[src/hdl/crc_pkg.sv]
package crc_pkg;

  // Fixed field and bus widths
  localparam int unsigned KEY_W       = 32;
  localparam int unsigned CFG_W       = 5;
  localparam int unsigned SLOT_W      = 4;
  localparam int unsigned DATA_W      = 32;
  localparam int unsigned ADDR_W      = 3;
  localparam int unsigned OUT_TDATA_W = 8;

  // Register map: index of the slot count register, and its reset value
  localparam logic [ADDR_W-3:0] REG_SLOTS_IN_USE = '0;
  localparam logic [CFG_W-1:0]  SLOTS_RESET      = 5'd16;

  typedef enum logic [1:0] {
    OUTCOME_HIT     = 2'd0,
    OUTCOME_FILL    = 2'd1,
    OUTCOME_REPLACE = 2'd2
  } crc_outcome_e;

  typedef enum logic {
    ST_IDLE,
    ST_LOOK
  } crc_state_e;

  // Controller to datapath
  typedef struct packed {
    logic load_key;
    logic commit;
  } crc_cmd_t;

  // Datapath to controller: result of the access under way
  typedef struct packed {
    crc_outcome_e            outcome;
    logic [SLOT_W-1:0]       slot;
  } crc_status_t;

endpackage

[src/hdl/clock_replacement_cache_top.sv]
// Fully associative tag cache with clock (second-chance) replacement. Each key word
// is compared against every valid slot in use; a hit sets the slot's reference bit,
// a miss fills the lowest empty slot, and with no slot empty the hand sweeps from its
// position clearing set reference bits until it finds a clear one, which is replaced.
// The result word gives the outcome (hit, fill, replace) and the slot. An access
// first takes the key word into a register; then the parallel tag compare, the
// empty-slot search, the rotating search over reference bits and the state update
// all complete. The result sits in an output register, so a new key word is taken
// while an earlier result waits; the next update then holds until that result is
// taken. Reset clears valid and reference bits; no clearing pass is needed. The user
// must write the slot count register only while idle; the block does not enforce it.
module clock_replacement_cache_top #(
  parameter int unsigned ENTRIES  = 16,
  parameter int unsigned KEY_BITS = 32
) (
  input  logic                              clk_i,
  input  logic                              rst_ni,
  // Key words
  input  logic                              s_axis_tvalid,
  output logic                              s_axis_tready,
  input  logic [crc_pkg::KEY_W-1:0]         s_axis_tdata,   // [31:0] key
  // Result words
  output logic                              m_axis_tvalid,
  input  logic                              m_axis_tready,
  output logic [crc_pkg::OUT_TDATA_W-1:0]   m_axis_tdata,   // [1:0] outcome, [5:2] slot
  // Configuration
  input  logic                              psel,
  input  logic                              penable,
  input  logic                              pwrite,
  input  logic [crc_pkg::ADDR_W-1:0]        paddr,
  input  logic [crc_pkg::DATA_W-1:0]        pwdata,
  output logic [crc_pkg::DATA_W-1:0]        prdata,
  output logic                              pready
);
  import crc_pkg::*;

  logic [CFG_W-1:0] slots_in_use;
  crc_cmd_t         cmd;
  crc_status_t      status;

  crc_cfg u_cfg (
    .clk_i          (clk_i),
    .rst_ni         (rst_ni),
    .psel           (psel),
    .penable        (penable),
    .pwrite         (pwrite),
    .paddr          (paddr),
    .pwdata         (pwdata),
    .prdata         (prdata),
    .pready         (pready),
    .slots_in_use_o (slots_in_use)
  );

  crc_ctrl u_ctrl (
    .clk_i     (clk_i),
    .rst_ni    (rst_ni),
    .s_valid_i (s_axis_tvalid),
    .s_ready_o (s_axis_tready),
    .m_valid_o (m_axis_tvalid),
    .m_ready_i (m_axis_tready),
    .m_data_o  (m_axis_tdata),
    .status_i  (status),
    .cmd_o     (cmd)
  );

  crc_dp #(
    .ENTRIES  (ENTRIES),
    .KEY_BITS (KEY_BITS)
  ) u_dp (
    .clk_i          (clk_i),
    .rst_ni         (rst_ni),
    .cmd_i          (cmd),
    .key_i          (s_axis_tdata),
    .slots_in_use_i (slots_in_use),
    .status_o       (status)
  );

  // One access in flight: a taken key word closes the input for the next cycle
  a_one_in_flight: assert property (@(posedge clk_i) disable iff (!rst_ni)
    (s_axis_tvalid && s_axis_tready) |=> !s_axis_tready)
    else $error("key word taken while an access was in flight");

  // A new result only follows a lookup cycle
  a_result_after_lookup: assert property (@(posedge clk_i) disable iff (!rst_ni)
    $rose(m_axis_tvalid) |-> !$past(s_axis_tready))
    else $error("result word raised without a lookup");

  // Update and key capture never coincide
  a_cmd_exclusive: assert property (@(posedge clk_i) disable iff (!rst_ni)
    !(cmd.load_key && cmd.commit))
    else $error("key capture during state update");

endmodule

[src/hdl/crc_cfg.sv]
module crc_cfg (
  input  logic                         clk_i,
  input  logic                         rst_ni,
  input  logic                         psel,
  input  logic                         penable,
  input  logic                         pwrite,
  input  logic [crc_pkg::ADDR_W-1:0]   paddr,
  input  logic [crc_pkg::DATA_W-1:0]   pwdata,
  output logic [crc_pkg::DATA_W-1:0]   prdata,
  output logic                         pready,
  output logic [crc_pkg::CFG_W-1:0]    slots_in_use_o
);
  import crc_pkg::*;

  logic [ADDR_W-3:0] reg_idx;
  logic              wr_en;
  logic [CFG_W-1:0]  slots_in_use_q;
  logic [CFG_W-1:0]  slots_in_use_d;

  // Decode the word index; byte lanes within a word are ignored
  assign reg_idx = paddr[ADDR_W-1:2];
  assign pready  = 1'b1;
  assign wr_en   = psel && penable && pwrite && pready;

  // Take a write to the slot count
  always_comb begin
    slots_in_use_d = slots_in_use_q;
    if (wr_en && (reg_idx == REG_SLOTS_IN_USE)) begin
      slots_in_use_d = pwdata[CFG_W-1:0];
    end
  end

  always_ff @(posedge clk_i or negedge rst_ni) begin
    if (!rst_ni) begin
      slots_in_use_q <= SLOTS_RESET;
    end else begin
      slots_in_use_q <= slots_in_use_d;
    end
  end

  // Read back
  always_comb begin
    prdata = '0;
    if (reg_idx == REG_SLOTS_IN_USE) begin
      prdata = DATA_W'(slots_in_use_q);
    end
  end

  assign slots_in_use_o = slots_in_use_q;

endmodule

[src/hdl/crc_dp.sv]
module crc_dp #(
  parameter int unsigned ENTRIES  = 16,
  parameter int unsigned KEY_BITS = 32
) (
  input  logic                       clk_i,
  input  logic                       rst_ni,
  input  crc_pkg::crc_cmd_t          cmd_i,
  input  logic [crc_pkg::KEY_W-1:0]  key_i,
  input  logic [crc_pkg::CFG_W-1:0]  slots_in_use_i,
  output crc_pkg::crc_status_t       status_o
);
  import crc_pkg::*;

  // The slot count register cannot reach past this many slots
  localparam int unsigned MAX_USED = (1 << CFG_W) - 1;
  localparam int unsigned DEPTH    = (ENTRIES < MAX_USED) ? ENTRIES : MAX_USED;
  localparam int unsigned IDX_W    = $clog2(DEPTH);
  localparam int unsigned CNT_W    = IDX_W + 1;

  logic [KEY_BITS-1:0] keys_q [DEPTH];
  logic [KEY_BITS-1:0] key_q;
  logic [63:0]         key_wide;
  logic [DEPTH-1:0]    valid_q, valid_d;
  logic [DEPTH-1:0]    ref_q, ref_d;
  logic [IDX_W-1:0]    hand_q, hand_d;

  logic [CNT_W-1:0]    used;
  logic [DEPTH-1:0]    in_use, match, empty, cand, cand_hi, pass;
  logic [IDX_W-1:0]    hit_idx, empty_idx, hi_idx, lo_idx, start, victim;
  logic                hit, any_empty, any_hi, any_lo;
  logic [CNT_W-1:0]    victim_inc;
  logic [IDX_W-1:0]    hand_next;
  logic [IDX_W-1:0]    sel_idx;
  crc_outcome_e        outcome_sel;
  logic [7:0]          slot_wide;
  logic                wr_en;
  logic [IDX_W-1:0]    wr_idx;

  // Hold the key of the access, cut to the tag width
  assign key_wide = 64'(key_i);

  always_ff @(posedge clk_i) begin
    if (cmd_i.load_key) begin
      key_q <= key_wide[KEY_BITS-1:0];
    end
  end

  // Clamp the slot count to 1..DEPTH
  always_comb begin
    if (slots_in_use_i == '0) begin
      used = CNT_W'(1);
    end else if (int'(slots_in_use_i) > int'(DEPTH)) begin
      used = CNT_W'(DEPTH);
    end else begin
      used = CNT_W'(slots_in_use_i);
    end
  end

  // Hand outside the slots in use acts as slot 0
  assign start = (CNT_W'(hand_q) < used) ? hand_q : '0;

  // Per-slot compare and candidate flags
  always_comb begin
    for (int i = 0; i < DEPTH; i++) begin
      in_use[i]  = CNT_W'(i) < used;
      match[i]   = in_use[i] && valid_q[i] && (keys_q[i] == key_q);
      empty[i]   = in_use[i] && !valid_q[i];
      cand[i]    = in_use[i] && !ref_q[i];
      cand_hi[i] = cand[i] && (IDX_W'(i) >= start);
    end
  end

  assign hit       = |match;
  assign any_empty = |empty;
  assign any_hi    = |cand_hi;
  assign any_lo    = |cand;

  // Lowest set position of each vector
  always_comb begin
    hit_idx   = '0;
    empty_idx = '0;
    hi_idx    = '0;
    lo_idx    = '0;
    for (int i = DEPTH - 1; i >= 0; i--) begin
      if (match[i])   hit_idx   = IDX_W'(i);
      if (empty[i])   empty_idx = IDX_W'(i);
      if (cand_hi[i]) hi_idx    = IDX_W'(i);
      if (cand[i])    lo_idx    = IDX_W'(i);
    end
  end

  // Victim: first clear reference bit from the hand on, wrapping; none clear means
  // a full turn that ends where it started
  always_comb begin
    if (any_hi) begin
      victim = hi_idx;
    end else if (any_lo) begin
      victim = lo_idx;
    end else begin
      victim = start;
    end
  end

  // Slots the sweep passes over before it stops
  always_comb begin
    for (int i = 0; i < DEPTH; i++) begin
      if (!any_lo) begin
        pass[i] = in_use[i];
      end else if (victim >= start) begin
        pass[i] = in_use[i] && (IDX_W'(i) >= start) && (IDX_W'(i) < victim);
      end else begin
        pass[i] = in_use[i] && ((IDX_W'(i) >= start) || (IDX_W'(i) < victim));
      end
    end
  end

  // Advance the hand past the victim, wrapping at the slot count
  assign victim_inc = CNT_W'(victim) + CNT_W'(1);
  assign hand_next  = (victim_inc >= used) ? '0 : victim_inc[IDX_W-1:0];

  // Outcome of the access
  always_comb begin
    if (hit) begin
      outcome_sel = OUTCOME_HIT;
      sel_idx     = hit_idx;
    end else if (any_empty) begin
      outcome_sel = OUTCOME_FILL;
      sel_idx     = empty_idx;
    end else begin
      outcome_sel = OUTCOME_REPLACE;
      sel_idx     = victim;
    end
  end

  assign slot_wide = 8'(sel_idx);
  assign status_o  = '{outcome: outcome_sel, slot: slot_wide[SLOT_W-1:0]};

  // Next state of valid bits, reference bits and hand
  always_comb begin
    valid_d = valid_q;
    ref_d   = ref_q;
    hand_d  = hand_q;
    wr_en   = 1'b0;
    wr_idx  = sel_idx;
    if (cmd_i.commit) begin
      if (hit) begin
        ref_d[hit_idx] = 1'b1;
      end else if (any_empty) begin
        valid_d[empty_idx] = 1'b1;
        ref_d[empty_idx]   = 1'b0;
        wr_en              = 1'b1;
      end else begin
        ref_d         = ref_q & ~pass;
        ref_d[victim] = 1'b0;
        hand_d        = hand_next;
        wr_en         = 1'b1;
      end
    end
  end

  always_ff @(posedge clk_i or negedge rst_ni) begin
    if (!rst_ni) begin
      valid_q <= '0;
      ref_q   <= '0;
      hand_q  <= '0;
    end else begin
      valid_q <= valid_d;
      ref_q   <= ref_d;
      hand_q  <= hand_d;
    end
  end

  // Tag store
  always_ff @(posedge clk_i) begin
    if (wr_en) begin
      keys_q[wr_idx] <= key_q;
    end
  end

endmodule

[src/hdl/crc_ctrl.sv]
module crc_ctrl (
  input  logic                              clk_i,
  input  logic                              rst_ni,
  input  logic                              s_valid_i,
  output logic                              s_ready_o,
  output logic                              m_valid_o,
  input  logic                              m_ready_i,
  output logic [crc_pkg::OUT_TDATA_W-1:0]   m_data_o,
  input  crc_pkg::crc_status_t              status_i,
  output crc_pkg::crc_cmd_t                 cmd_o
);
  import crc_pkg::*;

  crc_state_e                state_q, state_d;
  logic                      m_valid_q, m_valid_d;
  logic [OUT_TDATA_W-1:0]    m_data_q;
  logic                      out_free;

  // Result register may be loaded when empty or being drained
  assign out_free = !m_valid_q || m_ready_i;

  // Next state
  always_comb begin
    state_d = state_q;
    case (state_q)
      ST_IDLE: begin
        if (s_valid_i) state_d = ST_LOOK;
      end
      ST_LOOK: begin
        if (out_free) state_d = ST_IDLE;
      end
      default: state_d = ST_IDLE;
    endcase
  end

  // Outputs and datapath commands
  always_comb begin
    s_ready_o    = 1'b0;
    cmd_o.commit = 1'b0;
    case (state_q)
      ST_IDLE: begin
        s_ready_o = 1'b1;
      end
      ST_LOOK: begin
        cmd_o.commit = out_free;
      end
      default: begin
        s_ready_o = 1'b0;
      end
    endcase
    cmd_o.load_key = s_valid_i && s_ready_o;
  end

  // Result word valid flag
  always_comb begin
    m_valid_d = m_valid_q;
    if (cmd_o.commit) begin
      m_valid_d = 1'b1;
    end else if (m_ready_i) begin
      m_valid_d = 1'b0;
    end
  end

  always_ff @(posedge clk_i or negedge rst_ni) begin
    if (!rst_ni) begin
      state_q   <= ST_IDLE;
      m_valid_q <= 1'b0;
    end else begin
      state_q   <= state_d;
      m_valid_q <= m_valid_d;
    end
  end

  // Load the result word
  always_ff @(posedge clk_i) begin
    if (cmd_o.commit) begin
      m_data_q <= OUT_TDATA_W'({status_i.slot, status_i.outcome});
    end
  end

  assign m_valid_o = m_valid_q;
  assign m_data_o  = m_data_q;

endmodule

[config.mk]
export PLATFORM = sky130hd
export DESIGN_NAME = clock_replacement_cache_top
export DESIGN_NICKNAME = d
export VERILOG_FILES = /design/src/hdl/crc_pkg.sv /design/src/hdl/clock_replacement_cache_top.sv /design/src/hdl/crc_cfg.sv /design/src/hdl/crc_dp.sv /design/src/hdl/crc_ctrl.sv
export SDC_FILE = /design/constraint.sdc
export NUM_CORES = 1
export LEC_CHECK = 0
export ABC_AREA = 1
export BUFFER_PORTS_ARGS = -buffer_cell sky130_fd_sc_hd__clkbuf_2
export CAP_MARGIN = 25
export CORE_ASPECT_RATIO = 1.25
export CORE_MARGIN = 2
export CORE_UTILIZATION = 35
export DETAILED_ROUTE_END_ITERATION = 8
export HOLD_SLACK_MARGIN = 0.05
export MAX_ROUTING_LAYER = met4
export PLACE_DENSITY = 0.53
export SYNTH_ARGS = -nofsm -noshare
export SYNTH_HDL_FRONTEND = slang
export SYNTH_HIERARCHICAL = 1
export SYNTH_SLANG_ARGS = --single-unit
[constraint.sdc]
create_clock -name clk_i -period 7.09 [get_ports clk_i]
set_clock_uncertainty 0.1 [all_clocks]
set_input_delay 0.3545 -clock clk_i [delete_from_list [all_inputs] [get_ports clk_i]]
set_output_delay 0.3545 -clock clk_i [all_outputs]
set_load 0.005 [all_outputs]
==> qor.csv <==
metric;value;unit
element type at the critical path start;flip-flop;
final wirelength;131000;um
Die Area;0.0969;mm^2
quantity of I/O buffers inserted on ports;57;
top_reg_cell synth;sky130_fd_sc_hd__edfxtp_1;
post-layout minimum cycle time;5630;ps
number of instances resized during post-cts repair;0;
Rel. slew slack;0.268;
count of final max-slew check failures;0;
Via-to-Cell Ratio;5.50;
total power consumption of the routed design;10.5;mW
commonest cells after routing, fill and taps aside;807 x sky130_fd_sc_hd__nand2_1, 550 x sky130_fd_sc_hd__edfxtp_1, 399 x sky130_fd_sc_hd__nor2_1;
worst hold path type;input port to async pin;
power density relative to cell area;282;mW/mm^2
wire length of the first global-routing pass;186000;um
RSZ-0062 raised after global routing;false;
crit-path most repeated cell;sky130_fd_sc_hd__nand2_1;
Post-route DRC;0;
TritonCTS buffer count;61;
number of standard cells in the layout, taps in and fillers out;5108;
CTS Sinks;593;
worst slack on hold paths;259;ps
H-tree levels;2;
Combinational Power Share;0.287;
required time of the critical path;7530;ps
global route overflow;0;
drt first pass iters;6;
flop and latch count out of synthesis;593;
post-CTS setup buffer count;0;
Clock Power Share;0.306;
worst-path fanout max;15;
number of enable-type register cells in the synthesized netlist;550;
synthesized area divided by synthesized cell count;8.93;um^2
final total negative setup slack;0;ps
P&R area growth vs syn;12.9;%
die span in y;347;um
final core utilization;0.397;
post-route antenna net violation count;0;
slew of the pin with the lowest slew margin;1100;ps
share of post-route cells with drive strength above 1;0.122;
fraction of synthesized cell area taken by the top area cell type;0.500;
Routed wire per std cell;25.6;um
HPWL after DPL;89100;um
Initial Utilization;0.351;
net total in the final layout;3929;
Max Root-Sink Buffers;3;
CTS tree;built;
Final Wtd Congestion;0.976;
GRT Util Overall;0.274;
clock latency on the worst-skew pair;670;ps
Gate Count Post-Synth;3699;
worst-path cell with the longest stage delay;sky130_fd_sc_hd__dfrtp_1;
longest individual stage delay on the worst path;520;ps
total net switching power;3.75;mW
number of antenna violations at the first check in global routing;5;
peak supply drop;203;uV
CP Class;flip-flop to flip-flop;
Site Rows;126;
number of warnings issued by yosys;6;
relative contribution of sequential cells to total power;0.408;
internal power component;6.75;mW
crit path capture type;flip-flop;
switch share;0.357;
final setup violating endpoints;0;
leading cell type in the layout, fill and taps excluded;sky130_fd_sc_hd__nand2_1;
overall via count from detail_route;28100;
cell at the root of the clock tree;sky130_fd_sc_hd__clkbuf_16;
leakage power of the design;14.8;nW
Die Wd;279;um
count of pins on the block boundary;117;
placed insts;4941;
final clock period utilization by the worst path;0.795;
Fin. Hold Viols;0;
pin count of the biggest net entering global routing;44;
portion of the post-synthesis area used by sequential elements;0.533;
clock-pin transition on the worst setup and hold timing paths;60;ps
outcome;finished clean;
proportion of synthesized flip-flops having asynchronous set or reset;0.0725;
post-synthesis cell area;0.0330;mm^2
cells taking the most area after synthesis;sky130_fd_sc_hd__edfxtp_1 50%, sky130_fd_sc_hd__nand2_1 9.2%, sky130_fd_sc_hd__nor2_1 4.7%;
via count of the first global-routing pass;26800;
Data arrival, critical path;6070;ps
core outline area;0.0940;mm^2
DR iter-0 viols;2974;
number of unique standard cell types used by synthesis;69;
Peak Freq;0.178;GHz
library cell occupying the most area in the post-synthesis netlist;sky130_fd_sc_hd__edfxtp_1;
max-cap violation count;0;
==> routing by layer <==
layer / vias to the layer above / track usage / wire length, um / part of all wire
met2: 1363 / 0.445 / 61200 / 0.47
met4: 0 / 0.138 / 7740 / 0.059
li1: 13000 / - / - / -
met1: 13400 / 0.336 / 52400 / 0.40
met3: 319 / 0.0361 / 9630 / 0.074
met5: - / - / 0 / 0
==> final cells by class <==
class                   count  area [um^2]
fillers                  9421        56700
well taps                1216         1520
flip-flops and latches    593        17600
diodes                      2         5.00
clock inverters            27          256
multi-input cells        2557        13100
inverters                 425         1600
clock buffers              87         1680
repair buffers            201         1540
==> synthesized netlist by cell type (13+ instances only) <==
cell type	n
sky130_fd_sc_hd__nand3b_1	24
sky130_fd_sc_hd__o22ai_1	128
sky130_fd_sc_hd__nor4_1	86
sky130_fd_sc_hd__xor2_1	53
sky130_fd_sc_hd__xnor2_1	62
sky130_fd_sc_hd__clkbuf_1	13
sky130_fd_sc_hd__nor3b_1	21
sky130_fd_sc_hd__o21ai_0	238
sky130_fd_sc_hd__inv_1	385
sky130_fd_sc_hd__nor2_4	15
sky130_fd_sc_hd__ha_1	16
sky130_fd_sc_hd__buf_2	73
sky130_fd_sc_hd__a21oi_1	64
sky130_fd_sc_hd__dfrtp_1	42
sky130_fd_sc_hd__or2_2	110
sky130_fd_sc_hd__o21ai_1	13
sky130_fd_sc_hd__nand2_1	807
sky130_fd_sc_hd__nor3_1	59
sky130_fd_sc_hd__nand2_2	19
sky130_fd_sc_hd__nand3_1	129
sky130_fd_sc_hd__edfxtp_1	550
sky130_fd_sc_hd__inv_2	37
sky130_fd_sc_hd__nand4_1	145
sky130_fd_sc_hd__nor2_1	415
sky130_fd_sc_hd__buf_4	51
==> worst max-delay path: cells and delay by family (launching register included) <==
family | cells | cell delay (ps)
AO/OA/AOI/OAI | 6 | 1250
adder cells (fa/ha/maj) | 1 | 360
buffers and inverters | 6 | 930
flip-flops | 1 | 520
AND/OR/NAND/NOR | 16 | 2360
==> power by group through the flow <==
stage	logic (mW)	registers, mW	clock network, mW
final	3.01	4.28	3.21
after global routing	3.27	4.30	3.39
after CTS	2.96	4.28	3.27
after detailed placement	2.92	4.35	0
after global placement	2.93	4.35	0
after floorplan	1.85	4.34	0
==> sequential cells by signal (all words and copies together) (netlist names) <==
| signal | cells |
|---|---|
| u_cfg/slots_in_use_o | 5 |
| u_dp/hand_q | 4 |
| u_ctrl/state_q | 1 |
| u_dp/keys_q | 512 |
| u_ctrl/m_valid_o | 1 |
| u_dp/valid_q | 16 |
| u_dp/ref_q | 16 |
| u_dp/key_q | 32 |
| u_ctrl/m_data_o | 6 |
==> per-stage QoR <==
| stage | area (um^2) | setup WS, ps |
|---|---|---|
| 2_1_floorplan | 33100 | 2360 |
| 3_3_place_gp | 34800 | 1570 |
| 3_5_place_dp | 34800 | 1580 |
| 4_1_cts | 37200 | 1570 |
| 5_1_grt | 37300 | 1030 |
| 6_report | 37300 | 1460 |
==> path summary, 6_finish.rpt <==
path	from	end	slack (ps)	cells past startpoint
min	rst_ni	u_cfg/slots_in_use_o[2]	260	3
max reg2reg	u_cfg/slots_in_use_o[2]	u_dp/ref_q[12]	1460	29
max	u_cfg/slots_in_use_o[2]	u_dp/ref_q[12]	1460	29
min in group clk_i	s_axis_tdata[19]	u_dp/key_q[19]	310	2
min reg2reg	u_dp/ref_q[14]	u_dp/ref_q[14]	380	2
max in group asynchronous	rst_ni	u_dp/valid_q[14]	6170	3
==> kinds of logic (layout without fill, tap and decap cells) <==
group | count (synthesis) | after routing | share of synthesized area
compound gates | 500 | 500 | 0.0868
xor+xnor | 115 | 115 | 0.0305
fa+ha+maj | 16 | 16 | 0.00606
buf+inv | 576 | 740 | 0.0762
flops | 593 | 593 | 0.533
other cells | 3 | 32 | 0.000341
simple gates | 1896 | 1896 | 0.267
==> timing repair <==
action                                  4_1_cts  5_1_grt
endpoints found under the hold margin        81        0
hold buffers                                 50        0
endpoints found under the setup margin        0        0
Note: power is estimated with default switching activity, not from simulation.
